## config.mk

```make
export PLATFORM = sky130hd
export DESIGN_NAME = aes_sbox_forward_inverse_unit
export DESIGN_NICKNAME = d
export VERILOG_FILES = /design/src/hw/rtl/sbox_pkg.sv /design/src/hw/rtl/aes_sbox_forward_inverse_unit.sv
export SDC_FILE = /design/constraint.sdc
export NUM_CORES = 1
export LEC_CHECK = 0
export BUFFER_PORTS_ARGS = -buffer_cell sky130_fd_sc_hd__buf_2
export CAP_MARGIN = 20
export CORE_ASPECT_RATIO = 1.2
export CORE_MARGIN = 2
export CORE_UTILIZATION = 39
export CTS_CLUSTER_DIAMETER = 80
export DETAILED_ROUTE_END_ITERATION = 7
export PLACE_DENSITY = 0.65
export SYNTH_ARGS = -nofsm -noshare
export SYNTH_HDL_FRONTEND = slang
export SYNTH_SLANG_ARGS = --single-unit
export TNS_END_PERCENT = 10
```

## constraint.sdc

```tcl
create_clock -name i_clk -period 3.06 [get_ports i_clk]
set_input_delay 0.765 -clock i_clk [delete_from_list [all_inputs] [get_ports i_clk]]
set_output_delay 0.765 -clock i_clk [all_outputs]
set_load 0.1 [all_outputs]
```

## src/hw/rtl/sbox_pkg.sv

```systemverilog
// ---------------------------------------------------------------------------
// AES S-box arithmetic package
// Field arithmetic in GF(2^8) and the affine maps used by the S-box unit.
// ---------------------------------------------------------------------------
package sbox_pkg;

    // Field polynomial x^8+x^4+x^3+x+1.
    localparam logic [8:0] FIELD_POLY       = 9'h11B;
    localparam logic [7:0] AFFINE_CONST     = 8'h63;
    localparam logic [7:0] INV_AFFINE_CONST = 8'h05;

    typedef logic [7:0] t_gf;

    // Rotate a byte left by a constant amount (1 to 7).
    function automatic t_gf rotl8(input t_gf v, input int n);
        t_gf r;
        r = t_gf'((v << n) | (v >> (8 - n)));
        return r;
    endfunction

    // Shift-and-add multiplication, eight narrow steps.
    function automatic t_gf gf_mul(input t_gf a, input t_gf b);
        logic [8:0] x;
        t_gf        acc;
        x   = {1'b0, a};
        acc = '0;
        for (int i = 0; i < 8; i++) begin
            if (b[i]) begin
                acc = acc ^ x[7:0];
            end
            x = {x[7:0], 1'b0};
            if (x[8]) begin
                x = x ^ FIELD_POLY;
            end
        end
        return acc;
    endfunction

    // Squaring is linear: spread the bits, then reduce the upper half.
    function automatic t_gf gf_sq(input t_gf a);
        logic [14:0] t;
        t = '0;
        for (int i = 0; i < 8; i++) begin
            t[2*i] = a[i];
        end
        for (int k = 14; k >= 8; k--) begin
            if (t[k]) begin
                t = t ^ (15'(FIELD_POLY) << (k - 8));
            end
        end
        return t[7:0];
    endfunction

    function automatic t_gf affine_fwd(input t_gf b);
        return b ^ rotl8(b, 1) ^ rotl8(b, 2) ^ rotl8(b, 3) ^ rotl8(b, 4) ^ AFFINE_CONST;
    endfunction

    function automatic t_gf affine_inv(input t_gf v);
        return rotl8(v, 1) ^ rotl8(v, 3) ^ rotl8(v, 6) ^ INV_AFFINE_CONST;
    endfunction

endpackage

```

## src/hw/rtl/aes_sbox_forward_inverse_unit.sv

```systemverilog
// ---------------------------------------------------------------------------
// AES forward / inverse S-box unit
// Each accepted item strobes its result on o_data_valid at the end of the
// pipeline. Throughput: one item per cycle.
// busy is tied low, since the five-stage pipeline never stalls and the
// receiver cannot hold results off. Synchronous active-low reset clears the
// valid bits only; data registers are not reset.
// ---------------------------------------------------------------------------
module aes_sbox_forward_inverse_unit
    import sbox_pkg::*;
(
    input  logic       i_clk,
    input  logic       i_rst_n,
    input  logic       start,
    output logic       busy,
    input  logic       i_op,
    input  logic [7:0] i_data_in,
    output logic       o_data_valid,
    output logic [7:0] o_data_out
);

    // The field inverse is computed as a^254 with an addition chain:
    //   a^3   = a^2 * a
    //   a^15  = (a^3)^4 * a^3
    //   a^252 = (a^15)^16 * a^12
    //   a^254 = a^252 * a^2
    // Every stage but the first holds exactly one field multiplier; the squarings in front
    // of it are linear XOR networks. Zero maps to zero without a special case.

    // Stage 1: direction select, inverse affine map for the inverse S-box.
    logic r_v1, r_op1;
    t_gf  r_x1;

    // Stage 2: a^2 and a^3.
    logic r_v2, r_op2;
    t_gf  r_a2_2, r_a3;

    // Stage 3: a^12 and a^15.
    logic r_v3, r_op3;
    t_gf  r_a2_3, r_a12, r_a15;

    // Stage 4: a^252.
    logic r_v4, r_op4;
    t_gf  r_a2_4, r_a252;

    // Stage 5: a^254 plus the forward affine map for the forward S-box, into the output register.
    logic r_v5;
    t_gf  r_out;

    t_gf  n_x1, n_a2, n_a12, n_a240, n_inv, n_out;

    always_comb begin
        n_x1   = i_op ? affine_inv(i_data_in) : i_data_in;
        n_a2   = gf_sq(r_x1);
        n_a12  = gf_sq(gf_sq(r_a3));
        n_a240 = gf_sq(gf_sq(gf_sq(gf_sq(r_a15))));
        n_inv  = gf_mul(r_a252, r_a2_4);
        n_out  = r_op4 ? n_inv : affine_fwd(n_inv);
    end

    // Valid bits: the only control state.
    always_ff @(posedge i_clk) begin
        if (!i_rst_n) begin
            r_v1 <= 1'b0;
            r_v2 <= 1'b0;
            r_v3 <= 1'b0;
            r_v4 <= 1'b0;
            r_v5 <= 1'b0;
        end else begin
            r_v1 <= start && !busy;
            r_v2 <= r_v1;
            r_v3 <= r_v2;
            r_v4 <= r_v3;
            r_v5 <= r_v4;
        end
    end

    // Data path: advances every cycle, no enables needed.
    always_ff @(posedge i_clk) begin
        r_op1  <= i_op;
        r_x1   <= n_x1;

        r_op2  <= r_op1;
        r_a2_2 <= n_a2;
        r_a3   <= gf_mul(n_a2, r_x1);

        r_op3  <= r_op2;
        r_a2_3 <= r_a2_2;
        r_a12  <= n_a12;
        r_a15  <= gf_mul(n_a12, r_a3);

        r_op4  <= r_op3;
        r_a2_4 <= r_a2_3;
        r_a252 <= gf_mul(n_a240, r_a12);

        r_out  <= n_out;
    end

    assign busy         = 1'b0;
    assign o_data_valid = r_v5;
    assign o_data_out   = r_out;

`ifndef SYNTH
    // Every accepted item strobes out on o_data_valid at the end of the pipeline.
    a_latency: assert property (@(posedge i_clk) disable iff (!i_rst_n)
        (start && !busy) |-> ##5 o_data_valid)
        else $error("accepted item did not come out after five cycles");

    // No result appears without a matching accepted item.
    a_no_phantom: assert property (@(posedge i_clk) disable iff (!i_rst_n)
        o_data_valid |-> $past(start && !busy, 5))
        else $error("result strobe without a matching accepted item");

    // Forward substitution of zero yields the affine constant.
    a_zero_fwd: assert property (@(posedge i_clk) disable iff (!i_rst_n)
        (start && !busy && !i_op && i_data_in == 8'h00) |-> ##5 (o_data_out == AFFINE_CONST))
        else $error("forward S-box of zero is wrong");

    // Inverse substitution of the affine constant yields zero.
    a_zero_inv: assert property (@(posedge i_clk) disable iff (!i_rst_n)
        (start && !busy && i_op && i_data_in == AFFINE_CONST) |-> ##5 (o_data_out == 8'h00))
        else $error("inverse S-box of the affine constant is wrong");
`endif

endmodule

```

==> impl_summary.md, run 1 <==
Outcome
The flow ran to the end, and the final reports show no timing, DRC or antenna violations.

Setup path
The worst setup path is launched from a flop. The data required time at the worst endpoint is 3.28 ns. The arrival time of the worst setup path is 2.98 ns.

The worst setup path is captured at a flop. Along the worst path, the maximum fanout reaches 5. The critical path start-end classification is reg2reg.

Synth
The netlist area before placement is 0.00783 mm^2. The number of distinct standard cells referenced by the synthesized netlist is just under 60. In the synthesized netlist the async set-or-reset flop fraction comes to 0. Of the synthesized area, sequential elements account for 0.207. Dividing the synthesized area by the synthesized cell count gives 7.88 um^2. The cell count after synthesis came out at 994.

The number of enable flip-flop cells after synthesis is 0. The flip-flop cell with the highest count after synthesis is sky130_fd_sc_hd__dfxtp_1. Synthesis inferred 81 register bits. The number of nets in the synthesized netlist is between 1000 and 1500.

Yosys printed 0 warnings.

Clocking
The post-CTS setup buffer count is 0. The clock net in this run drives a total of 81 sinks. The number of buffers created by CTS is 9. The root buffer selected by CTS is sky130_fd_sc_hd__clkbuf_16. The longest clock path from root to sink contains 2 buffers. TritonCTS built the clock tree. The clock transition at the register clock pins on the worst setup and hold paths after CTS is 0.07 ns. The H-tree generated during clock tree synthesis spans 3 levels. In this run, post-CTS repair resized a total of 0 instances. The clock latency of the later-clocked register in the worst-skew pair is 0.34 ns. The number of buffers inserted by hold repair at cts is 0.

Route
In this run the remaining antenna-violating nets after routing total 0. The number of detailed-route iterations in the first pass is 5. The remaining design rule violation count is 0. In the routed layout, each cell is associated on average with a via count of 5.03. After detailed routing, the average wire length per cell comes to between 10 and 15 um. The via count is 6263. After the first detailed-routing iteration, the DRC count stood at 640. Wires add up to about 17 mm.

Flow run
Max-cap violations in this run came to 0.

Timing
Across the routed clock network, the largest skew measured is 0.0109 ns. The final setup violation count is 0. For the pin with the worst max-slew slack, the measured transition is 0.882 ns. The number of slew-limit violations in the final report is 0. The remaining max-slew budget at the tightest pin is 0.408.

Based on the critical path, the design can be clocked at up to ~360 MHz. The worst-case setup margin in the final layout is roughly 0.30 ns. Setup repair after global routing left no endpoint under its margin.

The number of hold violations in the final report is 0. The share of the clock period used by the worst path after layout is 0.901. The minimum clock period after layout is between 2 and 3 ns. The final-layout setup total negative slack is 0 ns.

Finish
The layout has just under 2000 filler cells. The area growth from synthesis to layout is 8.35%. In the final layout, the share of cells above drive strength 1 is 0.113. Once layout is complete, the utilization of the core stands at 0.433. In the layout the commonest cells are 200 x sky130_fd_sc_hd__xnor2_1, 166 x sky130_fd_sc_hd__nand2_1, 86 x sky130_fd_sc_hd__xor2_1. The multi-input combinational cells in the finished layout cover a total of roughly 0.0058 mm^2. The diode insertion count for antenna repair is 0. The net count reported at finish is 992.

The library cell used most frequently in the layout, excluding fill and tap cells, is sky130_fd_sc_hd__xnor2_1. Across the whole layout, storage elements account for 0.00162 mm^2.

Place
The placer congestion estimate is 0.865. The setup slack after placement is 0.308 ns. Summed over all nets, the half-perimeter wirelength after detailed placement is 12.4 mm. The count of buffers added on input and output ports is 20.

Die
The horizontal die dimension is 133 um. The initialized floorplan defines 56 standard-cell rows. The height of the chip is roughly 160 um.

The die covers ~0.021 mm^2. The total area inside the core boundary comes to a little under 0.02 mm^2. Pin placement for this block handled 22 I/O pins. The initial utilization of the core area, before any placement, comes to 0.399.

Global routing
In the global route stage, overall resource usage came out at 0.163. The initial antenna violation count is 0. The largest net degree at the start of global routing is 41. The first-pass GRT wire length is 28.9 mm. The via count of the first global-routing pass was between 5000 and 6000.

After global routing the overflow that remains totals 0.

Hold path
The worst min-delay path category is reg2reg.
## worst max-delay path, stage by stage, from the launching register on
cell and delay, ns:
sky130_fd_sc_hd__dfxtp_1 0.48, sky130_fd_sc_hd__xor2_1 0.33, sky130_fd_sc_hd__xor2_1 0.35, sky130_fd_sc_hd__nand2_1 0.12, sky130_fd_sc_hd__xnor3_1 0.40, sky130_fd_sc_hd__xnor2_2 0.31
sky130_fd_sc_hd__xor2_2 0.27, sky130_fd_sc_hd__xor2_1 0.18, sky130_fd_sc_hd__nor2_1 0.07, sky130_fd_sc_hd__xnor2_1 0.13
## synthesized netlist by cell type, types with 9 or more instances
| cell | number | share of area |
|---|---|---|
| sky130_fd_sc_hd__a21oi_1 | 65 | 0.042 |
| sky130_fd_sc_hd__a22oi_1 | 12 | 0.012 |
| sky130_fd_sc_hd__buf_1 | 11 | 0.0053 |
| sky130_fd_sc_hd__buf_2 | 9 | 0.0057 |
| sky130_fd_sc_hd__clkbuf_1 | 54 | 0.026 |
| sky130_fd_sc_hd__dfxtp_1 | 81 | 0.21 |
| sky130_fd_sc_hd__inv_1 | 12 | 0.0057 |
| sky130_fd_sc_hd__mux2i_1 | 13 | 0.017 |
| sky130_fd_sc_hd__nand2_1 | 166 | 0.080 |
| sky130_fd_sc_hd__nand3_1 | 13 | 0.0083 |
| sky130_fd_sc_hd__nor2_1 | 53 | 0.025 |
| sky130_fd_sc_hd__nor2b_1 | 11 | 0.0088 |
| sky130_fd_sc_hd__o21ai_0 | 50 | 0.032 |
| sky130_fd_sc_hd__o22ai_1 | 14 | 0.011 |
| sky130_fd_sc_hd__xnor2_1 | 200 | 0.22 |
| sky130_fd_sc_hd__xnor2_2 | 10 | 0.021 |
| sky130_fd_sc_hd__xor2_1 | 86 | 0.096 |
## worst paths after layout
| kind | from | end | slack, ns | cells past startpoint |
|---|---|---|---|---|
| worst max-delay path | r_a252[5]$_DFF_P_ | o_data_out[0]$_DFF_P_ | 0.30 | 9 |
| worst min-delay path | r_a2_3[7]$_DFF_P_ | r_a2_4[7]$_DFF_P_ | 0.32 | 0 |
| worst min register to register | r_a2_3[7]$_DFF_P_ | r_a2_4[7]$_DFF_P_ | 0.32 | 0 |
| worst max register to register | r_a252[5]$_DFF_P_ | o_data_out[0]$_DFF_P_ | 0.30 | 9 |
## flip-flops by register name (all words and copies together), names as in the netlist, 8 cells and up
name and count:
o_data_out 8, r_a12 8, r_a15 8, r_a252 8
r_a2_2 8, r_a2_3 8, r_a2_4 8, r_a3 8
r_x1 8
## metrics by stage
step	std cells	cell area, um^2	hold slack (ns)
after detailed placement	1229	8190	0.312
after global routing	1245	8490	0.322
after global placement	1229	8190	0.310
final	1245	8490	0.319
after floorplan	994	7840	0.310
after CTS	1245	8490	0.319
## routing by layer
metal  GRT usage  wire [um]  vias to the layer above
li1            -          -                     3233
met1       0.199       7490                     2895
met2       0.286       8540                       96
met3      0.0197        369                       39
met4      0.0735        602                        0
met5           0          0                        -
## cells by family after synthesis
logic type,Yosys count,synth area share
xor gates and xnor gates,320,0.407
and+or+nand+nor,278,0.151
AOI/OAI and AO/OA,190,0.146
buffers and inverters,100,0.0546
DFF,81,0.207
muxes,22,0.0310
adders and majority gates,2,0.00287
other,1,0.000479
## layout make-up
| class | instances | area share |
|---|---|---|
| timing repair buffer | 57 | 0.0460 |
| tap | 261 | 0.0385 |
| inverter | 17 | 0.00752 |
| clock inverter | 7 | 0.00899 |
| clock buffer | 9 | 0.0265 |
| multi-input combinational | 813 | 0.681 |
| sequential | 81 | 0.191 |
Power of run 1 is left out: the tool's default activity adds up to more than one toggle a clock period on the data nets, which glitch-free logic cannot reach.
==> inputs of run 2 (changes only) <==
--- a/config.mk
+++ b/config.mk
@@ -7,7 +7,7 @@
 export LEC_CHECK = 0
 export BUFFER_PORTS_ARGS = -buffer_cell sky130_fd_sc_hd__buf_2
 export CAP_MARGIN = 20
-export CORE_ASPECT_RATIO = 1.2
+export CORE_ASPECT_RATIO = 1.5
 export CORE_MARGIN = 2
 export CORE_UTILIZATION = 39
 export CTS_CLUSTER_DIAMETER = 80
==> impl_summary.md, run 2 (same netlist as run 1, synthesis figures left out) <==
Setup path
Traced cell by cell, the critical path runs through xor2_1, xor2_1, nand2_1, xnor3_1, xnor2_2, xor2_2, xor2_1, nor2_1, xnor2_1. The number of buffers and inverters on the critical path is 0. Data on the critical path is required at its endpoint by 3.28 ns. STA classifies the critical path startpoint as a flop. Data on the critical path arrives at its endpoint at 3.01 ns.

The worst setup path is of the reg2reg kind. The kind of end point of the critical path is a flop. Broken down by cell family, the worst path's largest delay share belongs to XOR/XNOR gates. In this design, the critical path's most frequently occurring cell is sky130_fd_sc_hd__xor2_1.

The longest individual stage delay on the worst path is about 0.54 ns. The slowest cell on the critical path is sky130_fd_sc_hd__dfxtp_1. Of all nets on the critical path, the largest fanout is 8.

Die
The height of the chip is about 180 um. The initial cell density of the core is 0.398. The horizontal die dimension is around 120 um. After floorplanning, the core was sized to cover between 0.015 and 0.02 mm^2. Pin placement for this block handled 22 I/O pins. The die covers 0.0213 mm^2. The floorplan has 63 rows.

Route
For this block, the routed nets add up to 17.6 mm of wire. The iteration-0 DRC count of the detailed router is 236. The number of detailed-route iterations in the first pass is 4.

The via count is 6342. The number of nets still failing antenna checks after routing is 0. In the final routed layout, each cell accounts on average for 14.1 um. For this run, design rule violations remaining after detail routing come to 0. Using the TritonRoute via totals, the vias-per-cell ratio works out to 5.08.

Global routing
The largest net degree at the start of global routing is 39. The first global-routing pass estimated 29.4 mm of wire. The via count of the first global-routing pass came to 6211. The met2 global-route usage is 0.319.

The most crowded layer after global routing is met2. The global-route usage over all layers is 0.170. The global-route met1 utilization is 0.178. The initial antenna violation count was 0.

Global routing finished with a remaining overflow of 0. The global routing usage on met3 is 0.0186.

Timing
Static timing analysis puts the maximum clock frequency at roughly 360 MHz. Counting I/O delays and the setup requirement, the final critical path takes 2.79 ns. For the final database, setup skew stands at 0.00967 ns. The number of slew-limit violations in the final report was 0.

In the finished design, the share of the clock period the worst path needs comes to 0.913. Setup repair after global routing left no endpoint under its margin. The final setup violation count is 0. The number of hold violations in the final report is 0. Measured against its own limit, the worst slew margin works out to 0.368.

Adding up every negative setup slack in the final design gives 0 ns. For the pin with the worst max-slew slack, the measured transition is 0.941 ns.

Clocking
After clock tree synthesis, the setup repair step added 0 buffers. In this run, post-CTS repair resized a total of 0 instances. The number of buffers inserted by hold repair at cts is 0.

The clock transition at the register clock pins on the worst setup and hold paths after CTS is 0.06 ns. In this run, CTS created clock tree buffers numbering 9. The deepest level of the CTS H-tree is 3. The root buffer selected by CTS is sky130_fd_sc_hd__clkbuf_16. The clock latency of the later-clocked register in the worst-skew pair is 0.34 ns. The TritonCTS clock tree is yes. The number of buffers on the longest clock path is 2. The total number of clock tree sinks is 81.

Finish
The library cell used most frequently in the layout, excluding fill and tap cells, is sky130_fd_sc_hd__xnor2_1. The number of antenna diodes in the final layout is 0. Leaving out fill and tap cells, the most frequent cells in the layout are 200 x sky130_fd_sc_hd__xnor2_1, 166 x sky130_fd_sc_hd__nand2_1, 86 x sky130_fd_sc_hd__xor2_1. In the final layout, the share of cells above drive strength 1 is 0.116. The area added between synthesis and finish is 9.31%.

The net count reported at finish is between 900 and 1000.

Outcome
The flow ran to the end, and the final reports show no timing, DRC or antenna violations.

Hold path
The worst min-delay path category is reg2reg.

Place
The placer congestion estimate is roughly 0.9. The number of input and output port buffers inserted is 20. The detailed placer's ending HPWL is 13.3 mm.

Flow run
The max capacitance violation total is 0.
run 2: final timing paths:
kind	from	endpoint	slack, ns	cells past startpoint
max	r_a252[5]$_DFF_P_	o_data_out[2]$_DFF_P_	0.27	9
min	r_a2_3[7]$_DFF_P_	r_a2_4[7]$_DFF_P_	0.33	0
min reg2reg	r_a2_3[7]$_DFF_P_	r_a2_4[7]$_DFF_P_	0.33	0
max reg2reg	r_a252[5]$_DFF_P_	o_data_out[2]$_DFF_P_	0.27	9
run 2: area by class of cell:
class,count,area (um^2)
fillers,2001,11100
multi-input cells,813,5780
flip-flops and latches,81,1620
repair buffers,61,408
well taps,260,325
clock buffers,9,225
clock inverters,7,135
inverters,17,63.8
run 2: layer usage:
metal	share of wire	up-vias	wire (um)
met4	0.052	0	918
li1	-	3241	-
met1	0.40	2945	7050
met2	0.53	97	9290
met3	0.021	59	370
met5	0	-	0
run 2: per-stage QoR:
stage	utilization	cell area, um^2	instances	setup WS, ns	hold WS, ns
global route	0.435	8560	1248	0.0641	0.335
detailed placement	0.416	8200	1232	0.281	0.312
global placement	0.416	8200	1232	0.320	0.310
CTS	0.435	8560	1248	0.260	0.327
floorplan	-	7840	994	0.0347	0.310
finish	0.435	8560	1248	0.267	0.326
run 2: worst reg2reg max path, stage by stage (launching register included):
cell and delay (ns):
sky130_fd_sc_hd__dfxtp_1 0.54, sky130_fd_sc_hd__xor2_1 0.33, sky130_fd_sc_hd__xor2_1 0.33, sky130_fd_sc_hd__nand2_1 0.13
sky130_fd_sc_hd__xnor3_1 0.40, sky130_fd_sc_hd__xnor2_2 0.32, sky130_fd_sc_hd__xor2_2 0.26, sky130_fd_sc_hd__xor2_1 0.17
sky130_fd_sc_hd__nor2_1 0.06, sky130_fd_sc_hd__xnor2_1 0.13
Power of run 2 is left out for the same reason.
